**config.mk**
```make
export PLATFORM = sky130hd
export DESIGN_NAME = sdks_ctrl
export DESIGN_NICKNAME = d
export VERILOG_FILES = /design/src/design/sdks_pkg.sv /design/src/design/sdks_ctrl.sv
export SDC_FILE = /design/constraint.sdc
export NUM_CORES = 1
export LEC_CHECK = 0
export BUFFER_PORTS_ARGS = -buffer_cell sky130_fd_sc_hd__buf_2
export CAP_MARGIN = 20
export CORE_AREA = 8 8 45 47
export DETAILED_ROUTE_END_ITERATION = 6
export DIE_AREA = 0 0 53 55
export PLACE_DENSITY = 0.5
export REMOVE_ABC_BUFFERS = 1
export SLEW_MARGIN = 20
export SYNTH_ARGS = -nofsm -noshare
export SYNTH_HDL_FRONTEND = slang
export SYNTH_SLANG_ARGS = --single-unit
```
**constraint.sdc**
```tcl
create_clock -name clk -period 2.2 [get_ports clk]
set_input_delay 0.22 -clock clk [delete_from_list [all_inputs] [get_ports clk]]
set_output_delay 0.22 -clock clk [all_outputs]
set_load 0.02 [all_outputs]
```
**src/design/sdks_pkg.sv**
```systemverilog
// Shared types and constants for the stable descending key sort.
package sdks_pkg;
  localparam int unsigned MaxEntries = 1024;
  localparam int unsigned KeyBits    = 32;
  localparam int unsigned IdxBits    = $clog2(MaxEntries);
  localparam int unsigned CntBits    = IdxBits + 1;

  localparam logic FUNC_PUSH = 1'b0;
  localparam logic FUNC_PULL = 1'b1;

  typedef enum logic [2:0] {
    ST_LOAD,
    ST_RANK_RD,
    ST_RANK_CMP,
    ST_RANK_WR,
    ST_EMIT_RD,
    ST_EMIT_KEY,
    ST_EMIT_DONE,
    ST_OUT
  } state_t;

  typedef struct packed {
    logic push;
    logic rank_start;
    logic rank_load_k;
    logic rank_step;
    logic rank_write;
    logic emit_key;
    logic emit_empty;
    logic emit_done;
    logic clear;
  } cmd_t;

  typedef struct packed {
    logic none_left;
    logic scan_done;
    logic rank_done;
    logic is_last;
  } sts_t;
endpackage

```
**src/design/sdks_ctrl.sv**
```systemverilog
// Controller: sequences loading, ranking and unloading.
module sdks_ctrl (
  input  logic           clk,
  input  logic           rst_n,
  input  logic           in_valid,
  input  logic           in_func,
  output logic           in_stall,
  output logic           out_valid,
  input  logic           out_stall,
  output sdks_pkg::cmd_t cmd,
  input  sdks_pkg::sts_t sts
);
  sdks_pkg::state_t state_r, state_nxt;
  logic sorted_r, sorted_nxt;

  always_ff @(posedge clk) begin
    if (!rst_n) begin
      state_r <= sdks_pkg::ST_LOAD; sorted_r <= 1'b0;
    end else begin
      state_r <= state_nxt; sorted_r <= sorted_nxt;
    end
  end

  always_comb begin
    state_nxt = state_r;
    sorted_nxt = sorted_r;
    cmd = '0;
    in_stall = 1'b1;
    out_valid = 1'b0;
    unique case (state_r)
      sdks_pkg::ST_LOAD: begin
        in_stall = 1'b0;
        if (in_valid) begin
          if (in_func == sdks_pkg::FUNC_PUSH) begin
            cmd.push = !sorted_r;
          end else if (sts.none_left) begin
            cmd.emit_empty = 1'b1;
            state_nxt = sdks_pkg::ST_OUT;
          end else if (!sorted_r) begin
            cmd.rank_start = 1'b1;
            state_nxt = sdks_pkg::ST_RANK_RD;
          end else begin
            state_nxt = sdks_pkg::ST_EMIT_RD;
          end
        end
      end
      sdks_pkg::ST_RANK_RD: begin
        cmd.rank_load_k = 1'b1;
        state_nxt = sdks_pkg::ST_RANK_CMP;
      end
      sdks_pkg::ST_RANK_CMP: begin
        cmd.rank_step = 1'b1;
        if (sts.scan_done) state_nxt = sdks_pkg::ST_RANK_WR;
      end
      sdks_pkg::ST_RANK_WR: begin
        cmd.rank_write = 1'b1;
        if (sts.rank_done) begin
          sorted_nxt = 1'b1;
          state_nxt = sdks_pkg::ST_EMIT_RD;
        end else begin
          state_nxt = sdks_pkg::ST_RANK_RD;
        end
      end
      sdks_pkg::ST_EMIT_RD: state_nxt = sdks_pkg::ST_EMIT_KEY;
      sdks_pkg::ST_EMIT_KEY: begin
        cmd.emit_key = 1'b1;
        state_nxt = sdks_pkg::ST_EMIT_DONE;
      end
      sdks_pkg::ST_EMIT_DONE: begin
        cmd.emit_done = 1'b1;
        state_nxt = sdks_pkg::ST_OUT;
      end
      sdks_pkg::ST_OUT: begin
        out_valid = 1'b1;
        if (!out_stall) begin
          state_nxt = sdks_pkg::ST_LOAD;
          if (sts.is_last) begin
            cmd.clear = 1'b1;
            sorted_nxt = 1'b0;
          end
        end
      end
      default: state_nxt = sdks_pkg::ST_LOAD;
    endcase
  end
endmodule

```
==> results.cfg, run 1 <==
[run_status]
run_status = finished clean

[floorplanning]
die_h_um = 55
num_io_pins = 20
dieArea_um2 = 2915
coreArea_um2 = 1384
initial_core_util_pct = 25.59
rows = 14
chipWidth_um = 53

[power]
p_comb_share_pct = 46.0
clock_power_share_pct = 21.9
leakage_nw = 0.2226
p_per_area_nw_per_um2 = 851.6
p_int_mw = 0.2274
switching_share_pct = 42.47
p_sw_mw = 0.1679
irDropWorstVdd_uv = 272.8
seqPwrFrac_pct = 32.1

[setup_path]
r2r_start = state_r[2]$_SDFFE_PN0P_
rrSetupSlack_ps = 960
worstSetupEndpoint = cmd[8]
crit_fanout = 11
timing.rr.end = state_r[0]$_SDFFE_PN0P_
r2r_cells = 3
criticalPathCategory = reg -> out
cp-start-kind = flop
worstPathRequired_ps = 1980
crit_path_start = state_r[0]$_SDFFE_PN0P_
end_kind = primary output
arrival_ps = 1500

[final_layout]
finalInstanceArea_um2 = 464.2
drive_gt1_share_pct = 43.55
n_fill_cell = 162
nets = 73
antennaDiodeCount = 0
syn2layout_area_growth_pct = 31.10

[placed_design]
dpl.hpwl_um = 842.1
placed_cell_area_um2 = 441.7
io_buffer_count = 19
place.gp.congestion = 0.7716

[synthesis]
ys_ff_latch = 4
syn_avg_cell_area_um2 = 8.235
syn_inst = 43
netlist_area_um2 = 354.1
seq_area_frac_synth_pct = 22.61
ys_types = 21
yosysWarnings = 0

[global_routing]
grt_pass1_wl_mm = 1.593
antenna_found_initial = 0
grt_use_total_pct = 7.264
grt_pass1_vias = 369
globalRouteOverflowTotal = 0
grt_max_degree = 15

[routing]
wl_per_cell_um = 13.22
ant_nets = 0
viasPerCell = 4.846
first_pass_iters = 4
drc = 0
dr_total_vias = 378
routed_wl_mm = 1.031
drtIter0Drc = 2

[timing]
fin_setup_tns_ps = 0
slew_headroom_pct = 72.90
final_hold_viol_count = 0
slew_violations = 0
fin_crit_ps = 1720
rsz0062_at_grt = no
tightestPinTransition_ps = 405.9
timing.fmax_ghz = 0.5813
finalSetupViolCount = 0
period_share_pct = 78.20
fin_skew_ps = 3.518

[clocking]
cts_resized = 0
cts.sinks = 4
cts_tree = yes
clock_latency_ps = 230
cts_setup_buffers = 0
cts-root-buf = clkbuf_4
postCtsHoldBufs = 0
numCtsBuffers = 3
cts_max_path_buffers = 2
cts.clk_slew.worst_paths_ps = 40
htreeDepth = 1

[run]
cap_violations = 0

[min_path]
min_path_type = in -> reg
==> power by group through the flow <==
stage / clock [mW] / sequential (mW) / combinational [mW]
after floorplan: 0 / 0.117 / 0.131
after detailed placement: 0 / 0.127 / 0.184
after CTS: 0.0907 / 0.126 / 0.184
after global routing: 0.0959 / 0.131 / 0.200
after global placement: 0 / 0.128 / 0.181
final: 0.0866 / 0.127 / 0.182
==> logic make-up (layout without fill, tap and decap cells) <==
group                  count (synthesis)  after routing  synth area share (%)
and+or+nand+nor                       27             27                 53.71
AOI/OAI and AO/OA                      8              8                 14.84
DFF                                    4              4                 22.62
buffers and inverters                  4             23                 8.831
==> how the worst min path moves through the flow <==
stage | start | end | slack [ps] | cells after the start
after floorplan | sts[1] | sorted_r$_SDFFE_PN0P_ | 370 | 2
after global placement | rst_n | state_r[1]$_SDFFE_PN0P_ | 510 | 2
after detailed placement | rst_n | state_r[1]$_SDFFE_PN0P_ | 510 | 2
after CTS | sts[1] | sorted_r$_SDFFE_PN0P_ | 260 | 3
after global routing | sts[1] | sorted_r$_SDFFE_PN0P_ | 280 | 3
final | sts[1] | sorted_r$_SDFFE_PN0P_ | 270 | 3
==> metrics by stage <==
stage / cells / power [mW] / util [%] / hold slack, ps / setup slack (ps)
after CTS: 78 / 0.4008 / 33.54 / 264.1 / 470.0
after global placement: 75 / 0.3086 / 31.92 / 507.5 / 733.2
after detailed placement: 75 / 0.3105 / 31.92 / 506.4 / 719.6
after floorplan: 40 / 0.2479 / - / 369.6 / 787.7
after global routing: 78 / 0.4266 / 33.54 / 279.3 / 405.9
final: 78 / 0.3953 / 33.54 / 271.7 / 479.6
==> flip-flops by register name, summed over array words and instances, names as in the netlist <==
register	count
state_r	3
sorted_r	1
==> cells in the final DEF, fill, tap and decap left out <==
cell type  instances
a211o_2            1
a21oi_1            2
and2_1             1
and3b_1            2
and4b_2            1
buf_2             19
clkbuf_4           3
dfxtp_1            4
inv_1              1
nand2_1            5
nand3_1            2
nor2_1             8
nor3b_1            2
nor4_4             1
nor4b_1            2
nor4b_4            1
o21ai_0            3
o311ai_0           1
o32ai_1            1
or2b_1             1
or3_4              1
==> cell type report <==
cell class                      instances  area [um2]  area share, %
Sequential cell                         4       80.08          17.25
Inverter                                1       3.754         0.8086
Tap cell                               16       20.02          4.313
Timing Repair Buffer                   19       95.09          20.49
Clock buffer                            3       22.52          4.852
Multi-Input combinational cell         35       242.7          52.29
==> per-layer routing <==
metal,GRT usage (%),vias up,share of wire (%)
met5,0,-,0
met4,2.586,0,0
met3,3.476,0,8.9
met2,13.67,12,52
met1,6.677,172,39
li1,-,194,-
==> worst max-delay path, cell delays in order (launching register included) <==
cell,delay (ps)
dfxtp_1,400
or3_4,470
nor4b_4,210
buf_2,200
==> synth_stat cells (all sizes together) <==
| library cell | count | area, um2 |
|---|---|---|
| nor2 | 8 | 30.03 |
| nand2 | 5 | 18.77 |
| dfxtp | 4 | 80.08 |
| buf | 3 | 27.52 |
| nor4b | 3 | 41.29 |
| o21ai | 3 | 15.01 |
| a21oi | 2 | 10.01 |
| and3b | 2 | 17.52 |
| nand3 | 2 | 10.01 |
| nor3b | 2 | 15.01 |
| a211o | 1 | 10.01 |
| and2 | 1 | 6.260 |
| and4b | 1 | 11.26 |
| inv | 1 | 3.750 |
| nor4 | 1 | 21.27 |
| o311ai | 1 | 8.760 |
| o32ai | 1 | 8.760 |
| or2b | 1 | 7.510 |
| or3 | 1 | 11.26 |
(Power assumes the default switching activity.)
==> inputs of run 2 (changes only) <==
==> constraint.sdc (replaced) <==
create_clock -name clk -period 1.7 [get_ports clk]
set_input_delay 0.17 -clock clk [delete_from_list [all_inputs] [get_ports clk]]
set_output_delay 0.17 -clock clk [all_outputs]
set_load 0.02 [all_outputs]
==> run 2 against run 1 <==
  * Clock power rose by 34%
  * Sequential share of layout area about the same
  * Sequential power is 26% higher
  * Sequential cell count unchanged
  * Power rose by 32%
  * Worst hold slack worse by 47 ps
  * Final cell count is 1.3% higher
  * Critical path depth did not move
  * Routed wire length fell by 4.0%
  * Global-route usage increased by 0.32 points
  * Via count is 9.5% higher
  * Clock-buffer cell count did not move
  * Largest cell class unchanged
  * Largest power group unchanged
  * Highest routed layer unchanged
==> results.cfg, run 2 (synthesized netlist as in run 1, its figures left out) <==
[run_status]
run_status = finished clean

[min_path]
min_delay_path_depth = 2
min_path_type = in -> reg

[setup_path]
criticalPathCategory = reg -> out
crit_path_start = state_r[0]$_SDFFE_PN0P_
worstSetupEndpoint = cmd[8]
worstPathRequired_ps = 1530
rrSetupSlack_ps = 520
cp-start-kind = flop
end_kind = primary output
crit_fanout = 11
r2r_start = sorted_r$_SDFFE_PN0P_
slowest_delay_ps = 440
arrival_ps = 1420
r2r_cells = 3
cpMaxStageDelayCell = or3_4
crit_chain = or3_4, nor4b_4, buf_4
timing.rr.end = state_r[2]$_SDFFE_PN0P_

[final_layout]
layout_commonest_cell = buf_2
syn2layout_area_growth_pct = 35.34
nets = 74
layout_common_cells = buf_2 (17), nor2_1 (8), nand2_1 (5)
antennaDiodeCount = 0
largest_reg_flops = 3
drive_gt1_share_pct = 47.62
n_fill_cell = 156
regMostFlops = state_r
final_core_util_pct = 34.63
finalInstanceArea_um2 = 479.2
reg_top3 = state_r (3), sorted_r (1)

[placed_design]
dpl.hpwl_um = 797.1
place.gp.congestion = 0.7734
pre_cts_slack_ps = 288.1
io_buffer_count = 19
placed_cell_area_um2 = 449.2

[timing]
timing.fmax_ghz = 0.6291
fin_hold_ws_ps = 225.0
final_hold_viol_count = 0
fin_crit_ps = 1590
tightestPinTransition_ps = 363.3
period_share_pct = 93.50
slew_headroom_pct = 75.47
fin_skew_ps = 0.7798
setup_slack_ps = 110.5
rsz0062_at_grt = no
finalSetupViolCount = 0
fin_setup_tns_ps = 0
slew_violations = 0

[power]
leakage_nw = 0.2287
p_per_area_nw_per_um2 = 1092
irDropWorstVdd_uv = 402.4

[global_routing]
grt_max_degree = 13
antenna_found_initial = 0
grt_use_total_pct = 7.587
grt_pass1_vias = 387
globalRouteOverflowTotal = 0
grt_pass1_wl_mm = 1.607

[clocking]
cts.clk_slew.worst_paths_ps = 40
numCtsBuffers = 3
cts_setup_buffers = 0
cts_tree = yes
clock_latency_ps = 230
cts.sinks = 4
cts_max_path_buffers = 2
cts-root-buf = clkbuf_4
htreeDepth = 1

[floorplanning]
initial_core_util_pct = 25.59
dieArea_um2 = 2915
num_io_pins = 20
die_h_um = 55
rows = 14
chipWidth_um = 53
coreArea_um2 = 1384

[run]
cap_violations = 0

[routing]
drtIter0Drc = 10
ant_nets = 0
drc = 0
dr_total_vias = 414
first_pass_iters = 4
routed_wl_um = 990
wl_per_cell_um = 12.53
viasPerCell = 5.241
[run 2: cell type report]
class / count / area (um2) / area share (%)
tap: 16 / 20.02 / 4.178
sequential: 4 / 82.58 / 17.23
clock buffer: 3 / 22.52 / 4.700
multi-input combinational: 35 / 242.7 / 50.65
timing repair buffer: 20 / 107.6 / 22.45
inverter: 1 / 3.754 / 0.7833
[run 2: per-stage QoR]
step,instances,power [mW]
6_report,79,0.5232
5_1_grt,79,0.5724
4_1_cts,79,0.5240
3_5_place_dp,76,0.4026
3_3_place_gp,76,0.4040
2_1_floorplan,40,0.3208
[run 2: worst min-delay path by stage]
stage	from	to	slack, ps
6_report	rst_n	state_r[1]$_SDFFE_PN0P_	220
5_1_grt	sts[1]	sorted_r$_SDFFE_PN0P_	240
4_1_cts	rst_n	state_r[1]$_SDFFE_PN0P_	210
3_5_place_dp	rst_n	state_r[1]$_SDFFE_PN0P_	450
3_3_place_gp	rst_n	state_r[1]$_SDFFE_PN0P_	450
2_1_floorplan	sts[1]	sorted_r$_SDFFE_PN0P_	320
[run 2: critical path: cells and delay by family (launching register included)]
kind,cells,cell delay (ps)
buffers and inverters,1,180
DFF,1,360
and+or+nand+nor,2,650
[run 2: power breakdown]
group	internal, mW	switching [mW]
clock	0.0788	0.0372
sequential	0.116	0.0435
combinational	0.111	0.136
[run 2: metal layers]
layer	up-vias	routed length, um	GRT usage [%]
met5	-	0	0
met4	0	0	4.741
met3	0	126	4.813
met2	24	514	13.48
met1	192	349	6.212
li1	198	-	-
[run 2: timing repair]
item                       in CTS  in global routing
hold buffers                    0                  0
gates resized for setup         0                  4
setup endpoints to repair       0                  2
==> inputs of run 3 (changes only) <==
--- a/config.mk
+++ b/config.mk
@@ -7,12 +7,12 @@
 export LEC_CHECK = 0
 export BUFFER_PORTS_ARGS = -buffer_cell sky130_fd_sc_hd__buf_2
 export CAP_MARGIN = 20
-export CORE_AREA = 8 8 45 47
+export CORE_AREA = 2 2 39 41
 export DETAILED_ROUTE_END_ITERATION = 6
-export DIE_AREA = 0 0 53 55
+export DIE_AREA = 0 0 41 43
 export PLACE_DENSITY = 0.5
 export REMOVE_ABC_BUFFERS = 1
-export SLEW_MARGIN = 20
+export SLEW_MARGIN = 40
 export SYNTH_ARGS = -nofsm -noshare
 export SYNTH_HDL_FRONTEND = slang
 export SYNTH_SLANG_ARGS = --single-unit
==> run 3 against run 2 <==
  * Setup slack improved by 4.5 ps
  * Die area shrank 40%
  * Design area unchanged
  * Sequential cell count unchanged
  * Clock power about the same
  * Non-clock buffer count unchanged
  * Worst hold slack got worse by 3.9 ps
  * Largest cell class unchanged
  * Largest power group unchanged
==> results.cfg, run 3 (synthesized netlist as in run 1, its figures left out) <==
[global_routing]
grtUsageMet2_pct = 15.63
grtUsageMet1_pct = 10.61
use_met3_pct = 3.141
grt_max_degree = 13
globalRouteOverflowTotal = 0
grt_pass1_vias = 309
grt-busiest-layer = met2
grt_use_total_pct = 10.74
grt_pass1_wl_mm = 1.193
antenna_found_initial = 0

[power]
leakage_nw = 0.2287
p_per_area_nw_per_um2 = 1091
irDropWorstVdd_uv = 520.2
power_mw = 0.5230

[routing]
first_pass_iters = 4
drc = 0
drtIter0Drc = 7
ant_nets = 0
dr_total_vias = 389
viasPerCell = 4.924
routed_wl_um = 911
wl_per_cell_um = 11.53

[clocking]
cts.sinks = 4
cts-root-buf = clkbuf_4
numCtsBuffers = 3
htreeDepth = 1
cts.clk_slew.worst_paths_ps = 40
cts_tree = yes
cts_max_path_buffers = 2
clock_latency_ps = 230

[setup_path]
end_kind = primary output
cp-start-kind = flop
arrival_ps = 1410
worstPathRequired_ps = 1530
crit_fanout = 11
criticalPathCategory = reg -> out

[run_status]
run_status = finished clean

[final_layout]
drive_gt1_share_pct = 47.62
largest_reg_flops = 3
regMostFlops = state_r
nets = 74
antennaDiodeCount = 0
reg_top3 = state_r (3), sorted_r (1)
stdcell_count = 79
syn2layout_area_growth_pct = 35.34
layout_common_cells = buf_2 (17), nor2_1 (8), nand2_1 (5)
layout_commonest_cell = buf_2

[timing]
timing.fmax_ghz = 0.6309
rsz0062_at_grt = no
slew_violations = 0
final_hold_viol_count = 0
tightestPinTransition_ps = 343.7
fin_skew_ps = 4.801
period_share_pct = 93.23
finalSetupViolCount = 0
slew_headroom_pct = 76.80
fin_crit_ps = 1585
fin_setup_tns_ps = 0

[floorplanning]
rows = 14
die_h_um = 43
chipWidth_um = 41
initial_core_util_pct = 25.59
dieArea_um2 = 1763
coreArea_um2 = 1384
num_io_pins = 20

[min_path]
min_path_type = in -> reg

[placed_design]
io_buffer_count = 19
place.gp.congestion = 0.7518
dpl.hpwl_um = 735.3
dpl.cell_count = 76

[run]
cap_violations = 0
## run 3: cell counts in the layout (fill, tap and decap cells not counted)
No cell type changed its count.
## run 3: repair_timing
action | 4_1_cts | 5_1_grt
endpoints found under the setup margin | 0 | 2
setup buffers | 0 | 0
resized for setup | 0 | 4
hold buffers | 0 | 0
## run 3: worst max-delay path: stages, from the launching register on
cell	delay (ps)
dfxtp_2	360
or3_4	440
nor4b_4	210
buf_4	170
## run 3: through the flow
step,setup slack [ps],util (%),hold WS (ps),cell area (um2)
global placement,307.6,32.46,463.6,449.2
global route,48.18,34.63,220.3,479.2
detailed placement,288.0,32.46,465.6,449.2
CTS,41.44,34.09,215.7,471.7
finish,115.0,34.63,221.1,479.2
floorplan,337.7,-,319.6,326.6
## run 3: per-layer routing
layer / part of all wire, % / wire length (um)
met1: 43 / 389
met4: 2.4 / 22
met5: 0 / 0
met3: 4.0 / 36
met2: 51 / 463
## run 3: final cells by class
type,count,area [um2]
inverters,1,3.754
repair buffers,20,107.6
well taps,16,20.02
multi-input cells,35,242.7
fillers,171,904.6
clock buffers,3,22.52
flip-flops and latches,4,82.58
## run 3: report_power, final
group / switching (mW) / internal [mW] / total [mW]
combinational: 0.136 / 0.111 / 0.248
sequential: 0.0434 / 0.116 / 0.159
clock: 0.0372 / 0.0788 / 0.116
## run 3: final timing paths
check	to	slack (ps)	from	depth (start not counted)
worst min-delay path	sorted_r$_SDFFE_PN0P_	220	sts[1]	3
worst min register to register	sorted_r$_SDFFE_PN0P_	590	sorted_r$_SDFFE_PN0P_	2
worst max register to register	state_r[0]$_SDFFE_PN0P_	360	state_r[2]$_SDFFE_PN0P_	4
worst max-delay path	cmd[8]	120	state_r[0]$_SDFFE_PN0P_	3
